==> config.mk <==
export PLATFORM = sky130hd
export DESIGN_NAME = accel_change_magnitude_unit
export DESIGN_NICKNAME = d
export VERILOG_FILES = /design/src/rtl/core/acm_pkg.sv /design/src/rtl/core/acm_ctrl.sv /design/src/rtl/core/acm_datapath.sv /design/src/rtl/core/accel_change_magnitude_unit.sv
export VERILOG_INCLUDE_DIRS = /design/src /design/src/rtl/core
export SDC_FILE = /design/constraint.sdc
export NUM_CORES = 1
export LEC_CHECK = 0
export BUFFER_PORTS_ARGS = -buffer_cell sky130_fd_sc_hd__buf_2
export CORE_UTILIZATION = 65
export CTS_BUF_LIST = sky130_fd_sc_hd__clkbuf_4 sky130_fd_sc_hd__clkbuf_8 sky130_fd_sc_hd__clkbuf_16
export CTS_CLUSTER_SIZE = 14
export DETAILED_ROUTE_END_ITERATION = 16
export MAX_ROUTING_LAYER = met4
export PLACE_DENSITY = 0.92
export RECOVER_POWER = 25
export SYNTH_ARGS = -nofsm -noshare
export SYNTH_HDL_FRONTEND = slang
export SYNTH_HIERARCHICAL = 1
export SYNTH_SLANG_ARGS = --single-unit
==> constraint.sdc <==
create_clock -name clk -period 15.47 [get_ports clk]
set_clock_uncertainty 0.05 [all_clocks]
set_input_delay 4.641 -clock clk [delete_from_list [all_inputs] [get_ports clk]]
set_output_delay 4.641 -clock clk [all_outputs]
set_load 0.005 [all_outputs]
==> src/rtl/core/assert_macros.svh <==
// ----------------------------------------------------------------------------
// Assertion macros
// Concurrent assertion wrappers shared by the RTL; empty under synthesis.
// ----------------------------------------------------------------------------
`ifndef ASSERT_MACROS_SVH
`define ASSERT_MACROS_SVH

`ifndef SYNTHESIS
`define ACM_ASSERT(label, clk, rst, prop) \
  label: assert property (@(posedge clk) disable iff (rst) prop) \
    else $error("%m: assertion failed");
`define ACM_ASSERT_NR(label, clk, prop) \
  label: assert property (@(posedge clk) prop) \
    else $error("%m: assertion failed");
`else
`define ACM_ASSERT(label, clk, rst, prop)
`define ACM_ASSERT_NR(label, clk, prop)
`endif

`endif

==> src/rtl/core/acm_pkg.sv <==
// ----------------------------------------------------------------------------
// acm_pkg
// Shared types and constants of the acceleration change magnitude unit.
// ----------------------------------------------------------------------------
`timescale 1ns / 1ps
`default_nettype none

package acm_pkg;

  localparam int SAMPLE_W    = 16;
  localparam int FRAC_BITS   = 16;
  localparam int SHIFT_W     = 4;
  localparam logic [SHIFT_W-1:0] SHIFT_RESET = 4'd14;
  localparam int COUNTS_W    = 17;
  localparam int G_W         = 22;
  localparam int SQUARE_W    = 2 * SAMPLE_W;
  localparam int SUM_W       = SQUARE_W + 2;
  localparam int RAD_W       = 2 * G_W;
  localparam int MAX_LSHIFT  = 2 * FRAC_BITS;
  localparam int WIDE_W      = SUM_W + MAX_LSHIFT;
  localparam int LSHIFT_W    = $clog2(MAX_LSHIFT + 1);
  localparam int REM_W       = G_W + 3;
  localparam int ROOT_STEPS  = G_W;
  localparam int AXES        = 3;
  localparam int AXIS_W      = 2;
  localparam int CNT_W       = $clog2(ROOT_STEPS);

  localparam logic [AXIS_W-1:0] AXIS_X = 2'd0;
  localparam logic [AXIS_W-1:0] AXIS_Y = 2'd1;
  localparam logic [AXIS_W-1:0] AXIS_Z = 2'd2;

  typedef struct packed {
    logic signed [SAMPLE_W-1:0] accel_x;
    logic signed [SAMPLE_W-1:0] accel_y;
    logic signed [SAMPLE_W-1:0] accel_z;
  } sample_t;

  typedef struct packed {
    logic [COUNTS_W-1:0] change_counts;
    logic [G_W-1:0]      change_g;
  } result_t;

  typedef struct packed {
    logic              capture;
    logic              square;
    logic [AXIS_W-1:0] axis;
    logic              load;
    logic              step;
    logic              publish;
  } cmd_t;

  typedef struct packed {
    logic slot_free;
  } status_t;

endpackage

`default_nettype wire

==> src/rtl/core/acm_ctrl.sv <==
// ----------------------------------------------------------------------------
// acm_ctrl
// Sequencer that steps the datapath through capture, squaring, root
// iterations and result hand-off.
// ----------------------------------------------------------------------------
`timescale 1ns / 1ps
`default_nettype none

`include "assert_macros.svh"

module acm_ctrl (
  input  logic              clk,
  input  logic              rst,
  input  logic              sample_valid,
  output logic              sample_ready,
  input  acm_pkg::status_t  status,
  output acm_pkg::cmd_t     cmd
);

  typedef enum logic [4:0] {
    ST_IDLE   = 5'b00001,
    ST_SQUARE = 5'b00010,
    ST_LOAD   = 5'b00100,
    ST_ROOT   = 5'b01000,
    ST_DONE   = 5'b10000
  } state_t;

  state_t                    state;
  state_t                    state_next;
  logic [acm_pkg::CNT_W-1:0] cnt;
  logic [acm_pkg::CNT_W-1:0] cnt_next;

  assign sample_ready = (state == ST_IDLE);

  always_comb begin
    state_next = state;
    cnt_next   = cnt;
    cmd        = '0;
    unique case (state)
      ST_IDLE: begin
        if (sample_valid) begin
          cmd.capture = 1'b1;
          cnt_next    = '0;
          state_next  = ST_SQUARE;
        end
      end
      ST_SQUARE: begin
        cmd.square = 1'b1;
        cmd.axis   = cnt[acm_pkg::AXIS_W-1:0];
        if (cnt == acm_pkg::CNT_W'(acm_pkg::AXES - 1)) begin
          cnt_next   = '0;
          state_next = ST_LOAD;
        end else begin
          cnt_next = cnt + 1'b1;
        end
      end
      ST_LOAD: begin
        cmd.load   = 1'b1;
        state_next = ST_ROOT;
      end
      ST_ROOT: begin
        cmd.step = 1'b1;
        if (cnt == acm_pkg::CNT_W'(acm_pkg::ROOT_STEPS - 1)) begin
          cnt_next   = '0;
          state_next = ST_DONE;
        end else begin
          cnt_next = cnt + 1'b1;
        end
      end
      ST_DONE: begin
        if (status.slot_free) begin
          cmd.publish = 1'b1;
          state_next  = ST_IDLE;
        end
      end
      default: begin
        state_next = ST_IDLE;
      end
    endcase
  end

  always_ff @(posedge clk) begin
    if (rst) begin
      state <= ST_IDLE;
      cnt   <= '0;
    end else begin
      state <= state_next;
      cnt   <= cnt_next;
    end
  end

  `ACM_ASSERT(a_accept_starts_square, clk, rst, (sample_valid && sample_ready) |=> (state == ST_SQUARE && cnt == '0))
  `ACM_ASSERT(a_load_starts_root, clk, rst, (state == ST_LOAD) |=> (state == ST_ROOT && cnt == '0))
  `ACM_ASSERT(a_root_count_bound, clk, rst, (state == ST_ROOT) |-> (cnt < acm_pkg::CNT_W'(acm_pkg::ROOT_STEPS)))

endmodule

`default_nettype wire

==> src/rtl/core/acm_datapath.sv <==
// ----------------------------------------------------------------------------
// acm_datapath
// Axis differences, shared squarer with accumulator, two bit-per-cycle
// square root lanes and the result register.
// ----------------------------------------------------------------------------
`timescale 1ns / 1ps
`default_nettype none

module acm_datapath (
  input  logic                               clk,
  input  logic                               rst,
  input  acm_pkg::cmd_t                      cmd,
  output acm_pkg::status_t                   status,
  input  acm_pkg::sample_t                   sample,
  input  logic [acm_pkg::SHIFT_W-1:0]        sens_shift,
  output logic                               result_valid,
  input  logic                               result_ready,
  output acm_pkg::result_t                   result
);

  typedef struct packed {
    logic [acm_pkg::REM_W-1:0] rem;
    logic [acm_pkg::G_W-1:0]   root;
    logic [acm_pkg::RAD_W-1:0] rad;
  } lane_t;

  function automatic logic [acm_pkg::SAMPLE_W-1:0] abs_diff(
    input logic signed [acm_pkg::SAMPLE_W-1:0] a,
    input logic signed [acm_pkg::SAMPLE_W-1:0] b
  );
    logic signed [acm_pkg::SAMPLE_W:0] d;
    logic signed [acm_pkg::SAMPLE_W:0] n;
    d = {a[acm_pkg::SAMPLE_W-1], a} - {b[acm_pkg::SAMPLE_W-1], b};
    n = -d;
    return d[acm_pkg::SAMPLE_W] ? n[acm_pkg::SAMPLE_W-1:0] : d[acm_pkg::SAMPLE_W-1:0];
  endfunction

  function automatic lane_t sqrt_step(input lane_t cur);
    lane_t                     nxt;
    logic [acm_pkg::REM_W-1:0] acc;
    logic [acm_pkg::REM_W-1:0] trial;
    acc     = {cur.rem[acm_pkg::REM_W-3:0], cur.rad[acm_pkg::RAD_W-1 -: 2]};
    trial   = {1'b0, cur.root, 2'b01};
    nxt.rad = {cur.rad[acm_pkg::RAD_W-3:0], 2'b00};
    if (acc >= trial) begin
      nxt.rem  = acc - trial;
      nxt.root = {cur.root[acm_pkg::G_W-2:0], 1'b1};
    end else begin
      nxt.rem  = acc;
      nxt.root = {cur.root[acm_pkg::G_W-2:0], 1'b0};
    end
    return nxt;
  endfunction

  logic signed [acm_pkg::SAMPLE_W-1:0] last_x;
  logic signed [acm_pkg::SAMPLE_W-1:0] last_y;
  logic signed [acm_pkg::SAMPLE_W-1:0] last_z;
  logic [acm_pkg::SAMPLE_W-1:0]        abs_x;
  logic [acm_pkg::SAMPLE_W-1:0]        abs_y;
  logic [acm_pkg::SAMPLE_W-1:0]        abs_z;
  logic [acm_pkg::SAMPLE_W-1:0]        abs_sel;
  logic [acm_pkg::SQUARE_W-1:0]        square;
  logic [acm_pkg::SUM_W-1:0]           sum;
  logic [acm_pkg::LSHIFT_W-1:0]        lshift;
  logic [acm_pkg::WIDE_W-1:0]          wide;
  lane_t                               lane_c;
  lane_t                               lane_g;
  logic                                sat_g;

  always_comb begin
    case (cmd.axis)
      acm_pkg::AXIS_X: abs_sel = abs_x;
      acm_pkg::AXIS_Y: abs_sel = abs_y;
      acm_pkg::AXIS_Z: abs_sel = abs_z;
      default:         abs_sel = '0;
    endcase
  end

  assign square = abs_sel * abs_sel;
  assign lshift = acm_pkg::LSHIFT_W'(2 * (acm_pkg::FRAC_BITS - 32'(sens_shift)));
  assign wide   = acm_pkg::WIDE_W'(sum) << lshift;

  assign status.slot_free = !result_valid || result_ready;

  always_ff @(posedge clk) begin
    if (rst) begin
      last_x       <= '0;
      last_y       <= '0;
      last_z       <= '0;
      result_valid <= 1'b0;
    end else begin
      if (cmd.capture) begin
        last_x <= sample.accel_x;
        last_y <= sample.accel_y;
        last_z <= sample.accel_z;
      end
      if (cmd.publish) begin
        result_valid <= 1'b1;
      end else if (result_ready) begin
        result_valid <= 1'b0;
      end
    end
  end

  always_ff @(posedge clk) begin
    if (cmd.capture) begin
      abs_x <= abs_diff(sample.accel_x, last_x);
      abs_y <= abs_diff(sample.accel_y, last_y);
      abs_z <= abs_diff(sample.accel_z, last_z);
      sum   <= '0;
    end
    if (cmd.square) begin
      sum <= sum + acm_pkg::SUM_W'(square);
    end
    if (cmd.load) begin
      lane_c.rem  <= '0;
      lane_c.root <= '0;
      lane_c.rad  <= acm_pkg::RAD_W'(sum);
      lane_g.rem  <= '0;
      lane_g.root <= '0;
      lane_g.rad  <= wide[acm_pkg::RAD_W-1:0];
      sat_g       <= |wide[acm_pkg::WIDE_W-1:acm_pkg::RAD_W];
    end
    if (cmd.step) begin
      lane_c <= sqrt_step(lane_c);
      lane_g <= sqrt_step(lane_g);
    end
    if (cmd.publish) begin
      result.change_counts <= lane_c.root[acm_pkg::COUNTS_W-1:0];
      result.change_g      <= sat_g ? '1 : lane_g.root;
    end
  end

endmodule

`default_nettype wire

==> src/rtl/core/accel_change_magnitude_unit.sv <==
// ----------------------------------------------------------------------------
// accel_change_magnitude_unit
// Magnitude of the change between successive three-axis samples, in counts
// and in g, with an APB register for the sensitivity shift.
// ----------------------------------------------------------------------------
// Each accepted sample is compared with the previous one (zero after reset);
// the result gives the floor square root of the summed squared differences
// in counts, and the same magnitude in g with 16 fractional bits, saturated
// when it does not fit. After a sample is accepted, its three axis differences go in turn
// through the shared 16 by 16 squarer; a load step and 22 iterations of the
// bit-per-cycle square root follow, and then the output register is written once
// it is free. A new sample is taken in the cycle after the result is registered,
// so the unit does not take a new sample while one is still in progress. The
// sensitivity register, at byte address 0, resets to 14 and should only be
// written while the unit is idle.
`timescale 1ns / 1ps
`default_nettype none

module accel_change_magnitude_unit (
  input  logic                clk,
  input  logic                rst,
  input  logic                psel,
  input  logic                penable,
  input  logic                pwrite,
  input  logic [2:0]          paddr,
  input  logic [31:0]         pwdata,
  output logic [31:0]         prdata,
  output logic                pready,
  input  logic                sample_valid,
  output logic                sample_ready,
  input  acm_pkg::sample_t    sample,
  output logic                result_valid,
  input  logic                result_ready,
  output acm_pkg::result_t    result
);

  localparam logic REG_SENS_SHIFT = 1'b0;

  logic [acm_pkg::SHIFT_W-1:0] sens_shift;
  logic                        reg_write;
  acm_pkg::cmd_t               cmd;
  acm_pkg::status_t            status;

  assign pready    = 1'b1;
  assign reg_write = psel && penable && pwrite && pready;
  assign prdata    = (paddr[2] == REG_SENS_SHIFT) ? 32'(sens_shift) : '0;

  always_ff @(posedge clk) begin
    if (rst) begin
      sens_shift <= acm_pkg::SHIFT_RESET;
    end else if (reg_write && paddr[2] == REG_SENS_SHIFT) begin
      sens_shift <= pwdata[acm_pkg::SHIFT_W-1:0];
    end
  end

  acm_ctrl u_ctrl (
    .clk          (clk),
    .rst          (rst),
    .sample_valid (sample_valid),
    .sample_ready (sample_ready),
    .status       (status),
    .cmd          (cmd)
  );

  acm_datapath u_datapath (
    .clk          (clk),
    .rst          (rst),
    .cmd          (cmd),
    .status       (status),
    .sample       (sample),
    .sens_shift   (sens_shift),
    .result_valid (result_valid),
    .result_ready (result_ready),
    .result       (result)
  );

endmodule

`default_nettype wire

==> impl_metrics.json, run 1 <==
{
  "status": "finished with violations",
  "violations": "max-capacitance violations, max-slew violations",
  "final_max_slew_viol_count": 303,
  "utilization": 0.708,
  "track_usage": 0.317,
  "wl_per_cell_um": 18.5,
  "async_flop_share": 0,
  "drc": 0,
  "highest_layer": "met4",
  "cts_buffers": 41,
  "clock.fmax_mhz": 102,
  "routabilityCongestion": 0.975,
  "postRouteAntennaNets": 0,
  "finalSetupViolCount": 0,
  "path_clk_slew_ps": 50,
  "yosysMostFrequentCell": "inv_1",
  "overflow": 0,
  "h-tree-depth": 2,
  "cts_root_buf": "clkbuf_16",
  "seqCellArea_mm2": 0.0102,
  "crit_required_ps": 10780,
  "cp_common_cell": "buf_2",
  "multiInputGateArea_mm2": 0.0173,
  "viasPerCell": 6.11,
  "grt_start_max_net_pins": 103,
  "ys_seq_area_frac": 0.342,
  "drv_cap": 4,
  "synth_edf_count": 296,
  "critPathMaxFanout": 5,
  "final_cells": 3823,
  "hold_path_depth": 0,
  "syn_to_final_growth_pct": 7.56,
  "dieHeight_um": 216,
  "hold_violations": 0,
  "path_class": "primary input to primary output",
  "wl_met1_um": 27400,
  "initial_core_util": 0.658,
  "crit_path_max_incr_delay_ps": 220,
  "layout-drive-gt1-share": 0.0822,
  "rsz0062_at_grt": "no",
  "io_buffers": 104,
  "nFillCells": 3078,
  "dp_cells": 3748,
  "yosysWarnings": 6,
  "antenna_found_initial": 0,
  "num_io_pins": 164,
  "grt_first_pass_wirelength_um": 116000,
  "core_mm2": 0.0454,
  "synth_area_per_cell_um2": 9.53,
  "post_cts_buffers": 0,
  "r2r_cells": 29,
  "synth_top_area_share": 0.298,
  "relSlewSlack": -2.05,
  "clockBufferDepth": 3,
  "first_pass_iters": 7,
  "synth.cell_area_mm2": 0.0299,
  "hold_path.class": "register to register",
  "rows": 78,
  "yosysTopAreaCell": "edfxtp_1",
  "hpwl_um": 50900,
  "dr.first_iter.drc_count": 2264,
  "wirelength_um": 70800,
  "arrival_ps": 5100,
  "ctsResizeCount": 0,
  "synth_flop_cell": "edfxtp_1",
  "grt_pass1_vias": 23500,
  "fin_crit_sh": 0.633,
  "clock-sinks": 363,
  "fin_crit_ps": 9790,
  "holdBufCountCts": 0,
  "tritoncts": "done",
  "antenna_cells": 0,
  "die_area_mm2": 0.0468,
  "end_kind": "primary output",
  "die_w_um": 216,
  "tightest_slew_ps": 4550,
  "ys_types": 92,
  "synth_common_cells": "inv_1, nor2_1, edfxtp_1",
  "crit_chain": "buf_2, and2b_2, buf_2",
  "whs_ps": 399,
  "clk-insertion-delay-late_ps": 570,
  "ys_seq_elements": 363,
  "critPathSlowestCell": "and2b_2",
  "nets": 3686,
  "netlist_instances": 3135,
  "fin_setup_tns_ps": 0,
  "vias": 23300,
  "synth.area.top_cells": "edfxtp_1, fa_1, ha_1",
  "wl_met2_um": 35200,
  "wl_met3_um": 4950,
  "critPathLaunchType": "primary input"
}
## registers in the layout, indices dropped and copies added (netlist names), 16 cells and up
name               count
u_datapath/sum        34
u_datapath/lane_c     89
u_datapath/result     39
u_datapath/last_y     16
u_datapath/abs_y      16
u_datapath/lane_g     89
u_datapath/last_x     16
u_datapath/abs_z      16
u_datapath/abs_x      16
u_datapath/last_z     16
## critical path, delay by kind of cell
family,cells,cell delay (ps)
simple gates,1,220
buf+inv,2,240
## per-stage QoR
stage	worst slack [ps]	cell area, µm²
final	5680	32100
after global routing	5660	32100
after CTS	5670	32200
after detailed placement	5670	30800
after global placement	5700	30800
after floorplan	5940	30000
## path summary, 6_finish.rpt
check / startpoint / to / slack [ps]
setup / recovery: paddr[2] / prdata[1] / 5680
hold / removal: u_datapath/lane_c[48] / u_datapath/result[26] / 400
setup reg to reg: u_ctrl/state[4] / u_datapath/sum[33] / 6040
hold reg to reg: u_datapath/lane_c[48] / u_datapath/result[26] / 400
## per-layer routing
layer,GRT usage,up-vias
met2,0.538,1107
li1,-,10700
met5,-,-
met1,0.368,11300
met4,0.148,0
met3,0.0508,276
## cell type report
| class | instances | area share |
|---|---|---|
| clock buffer | 52 | 0.0356 |
| timing repair buffer | 124 | 0.0203 |
| inverter | 488 | 0.0571 |
| tap | 600 | 0.0234 |
| multi-input combinational | 2173 | 0.538 |
| clock inverter | 23 | 0.00763 |
| sequential | 363 | 0.318 |
## cell families (layout without fill, tap and decap cells)
kind of cell | after synthesis | after routing | synth area share
buffers and inverters | 626 | 687 | 0.0839
AO/OA/AOI/OAI | 591 | 591 | 0.132
AND/OR/NAND/NOR | 871 | 871 | 0.133
multiplexers | 142 | 142 | 0.0493
XOR/XNOR | 135 | 135 | 0.0396
flip-flops | 363 | 363 | 0.342
other | 2 | 29 | 0.000251
adder cells (fa/ha/maj) | 405 | 405 | 0.220
## cell usage in the layout (no fill, tap or decap), types with 39 or more instances in the layout
cell type	n
ha_1	206
buf_2	104
nand2_1	276
dfxtp_1	66
inv_1	481
o21ai_0	133
clkbuf_16	42
fa_1	199
nor2_1	304
a22o_1	39
a21oi_1	154
edfxtp_1	296
mux2i_1	129
xnor2_1	89
nand3_1	42
xor2_1	42
a21o_1	56
Power of run 1 is not shown: default switching activity piles up to over one toggle a cycle in this logic, so the estimate is an artifact.
==> run 2: changes to the inputs <==
--- a/config.mk
+++ b/config.mk
@@ -7,12 +7,12 @@
 export NUM_CORES = 1
 export LEC_CHECK = 0
 export BUFFER_PORTS_ARGS = -buffer_cell sky130_fd_sc_hd__buf_2
-export CORE_UTILIZATION = 65
+export CORE_UTILIZATION = 57
 export CTS_BUF_LIST = sky130_fd_sc_hd__clkbuf_4 sky130_fd_sc_hd__clkbuf_8 sky130_fd_sc_hd__clkbuf_16
 export CTS_CLUSTER_SIZE = 14
 export DETAILED_ROUTE_END_ITERATION = 16
 export MAX_ROUTING_LAYER = met4
-export PLACE_DENSITY = 0.92
+export PLACE_DENSITY = 0.86
 export RECOVER_POWER = 25
 export SYNTH_ARGS = -nofsm -noshare
 export SYNTH_HDL_FRONTEND = slang
==> constraint.sdc (replaced) <==
create_clock -name clk -period 8.9 [get_ports clk]
set_clock_uncertainty 0.05 [all_clocks]
set_input_delay 2.67 -clock clk [delete_from_list [all_inputs] [get_ports clk]]
set_output_delay 2.67 -clock clk [all_outputs]
set_load 0.005 [all_outputs]
==> impl_metrics.json, run 2 (synthesis results as in run 1) <==
{
  "nets": 3709,
  "layout_common_cells": "inv_1, nor2_1, edfxtp_1, nand2_1, ha_1",
  "vias": 22600,
  "multiInputGateArea_mm2": 0.0173,
  "wl_per_cell_um": 17.0,
  "drc": 0,
  "status": "finished with violations",
  "holdBufCountCts": 0,
  "finalSetupViolCount": 0,
  "grt_start_max_net_pins": 97,
  "fin_crit_sh": 0.960,
  "seqCellArea_mm2": 0.0102,
  "first_pass_iters": 6,
  "overflow": 0,
  "track_usage": 0.264,
  "tightest_slew_ps": 4150,
  "clock-sinks": 363,
  "die_area_mm2": 0.0533,
  "layout-drive-gt1-share": 0.0936,
  "num_io_pins": 164,
  "drv_cap": 4,
  "grt_first_pass_wirelength_um": 111000,
  "antenna_cells": 0,
  "critPathLaunchType": "register",
  "wirelength_um": 66900,
  "path_class": "register to register",
  "nFillCells": 3921,
  "antenna_found_initial": 0,
  "syn_to_final_growth_pct": 8.97,
  "final_common_cell": "inv_1",
  "grt_pass1_vias": 22800,
  "core_mm2": 0.0515,
  "end_kind": "register",
  "routabilityCongestion": 0.945,
  "clock.fmax_mhz": 117,
  "crit_required_ps": 9150,
  "clockBufferDepth": 3,
  "h-tree-depth": 2,
  "final_max_slew_viol_count": 296,
  "io_buffers": 104,
  "hold_path.class": "register to register",
  "critPathSlowestCell": "fa_1",
  "dieHeight_um": 231,
  "crit_path_max_incr_delay_ps": 540,
  "hold_path_depth": 0,
  "postRouteAntennaNets": 0,
  "path_clk_slew_ps": 60,
  "relSlewSlack": -1.78,
  "arrival_ps": 8790,
  "hpwl_um": 49700,
  "die_w_um": 231,
  "dr.first_iter.drc_count": 1871,
  "cts_root_buf": "clkbuf_16",
  "cp_common_cell": "fa_1",
  "initial_core_util": 0.580,
  "whs_ps": 398,
  "clk-insertion-delay-late_ps": 600,
  "reg.largest.list": "u_datapath/lane_c (89), u_datapath/lane_g (89), u_datapath/result (39)",
  "rows": 83,
  "critPathMaxFanout": 23,
  "violations": "max-capacitance violations, max-slew violations",
  "fin_crit_ps": 8540,
  "viasPerCell": 5.76,
  "tritoncts": "done",
  "cts_buffers": 42,
  "r2r_cells": 28,
  "hold_violations": 0
}
-- run 2: cell count changes in the layout (fill, tap and decap cells not counted), moves of 2 or more --
cell        delta
inv_6          +2
and2_1         -3
buf_4         +24
clkinvlp_4     +4
o21ai_1        -3
and2_0         +2
clkbuf_4       +2
clkinv_1       -4
inv_1          -4
clkbuf_8       +2
bufinv_16      +2
nor2_1         -2
o21ai_0        +2
-- run 2: stage by stage --
step                      setup TNS [ps]  setup WS (ps)  instance area, µm²  std cells  utilization
after floorplan                        0            710               30000       3162            -
after global placement                 0            498               31000       3846        0.602
after detailed placement               0            326               31000       3846        0.602
after CTS                              0            249               32500       3924        0.631
after global routing               -66.3          -66.3               32600       3928        0.632
final                                  0            360               32600       3928        0.632
-- run 2: timing repair --
action,4_1_cts,5_1_grt
setup endpoints to repair,0,6
gates resized for setup,0,11
buffers inserted,0,4
-- run 2: worst paths after layout --
path,startpoint,end,slack [ps]
min,u_datapath/lane_c[53],u_datapath/result[31],400
max,u_ctrl/state[2],u_datapath/sum[32],360
max reg2reg,u_ctrl/state[2],u_datapath/sum[32],360
min reg2reg,u_datapath/lane_c[53],u_datapath/result[31],400
-- run 2: per-layer routing --
metal | vias up | track usage | routed length [µm] | share of wire
li1 | 10700 | - | - | -
met1 | 10900 | 0.319 | 27100 | 0.40
met2 | 798 | 0.446 | 33100 | 0.49
met3 | 204 | 0.0430 | 4300 | 0.064
met4 | 0 | 0.0973 | 2440 | 0.036
met5 | - | - | 0 | 0
-- run 2: cell type report --
type | count | area share
Clock inverter | 22 | 0.00961
Multi-Input combinational cell | 2173 | 0.531
Sequential cell | 363 | 0.314
Inverter | 488 | 0.0570
Tap cell | 680 | 0.0261
Clock buffer | 56 | 0.0365
Timing Repair Buffer | 146 | 0.0253
-- run 2: worst max-delay path: cells and delay by family (launching register included) --
kind | cells | cell delay [ps]
compound gates | 8 | 1990
xor+xnor | 1 | 90
fa+ha+maj | 7 | 3320
buf+inv | 6 | 910
flops | 1 | 400
simple gates | 6 | 1480
Power of run 2 is left out for the same reason.
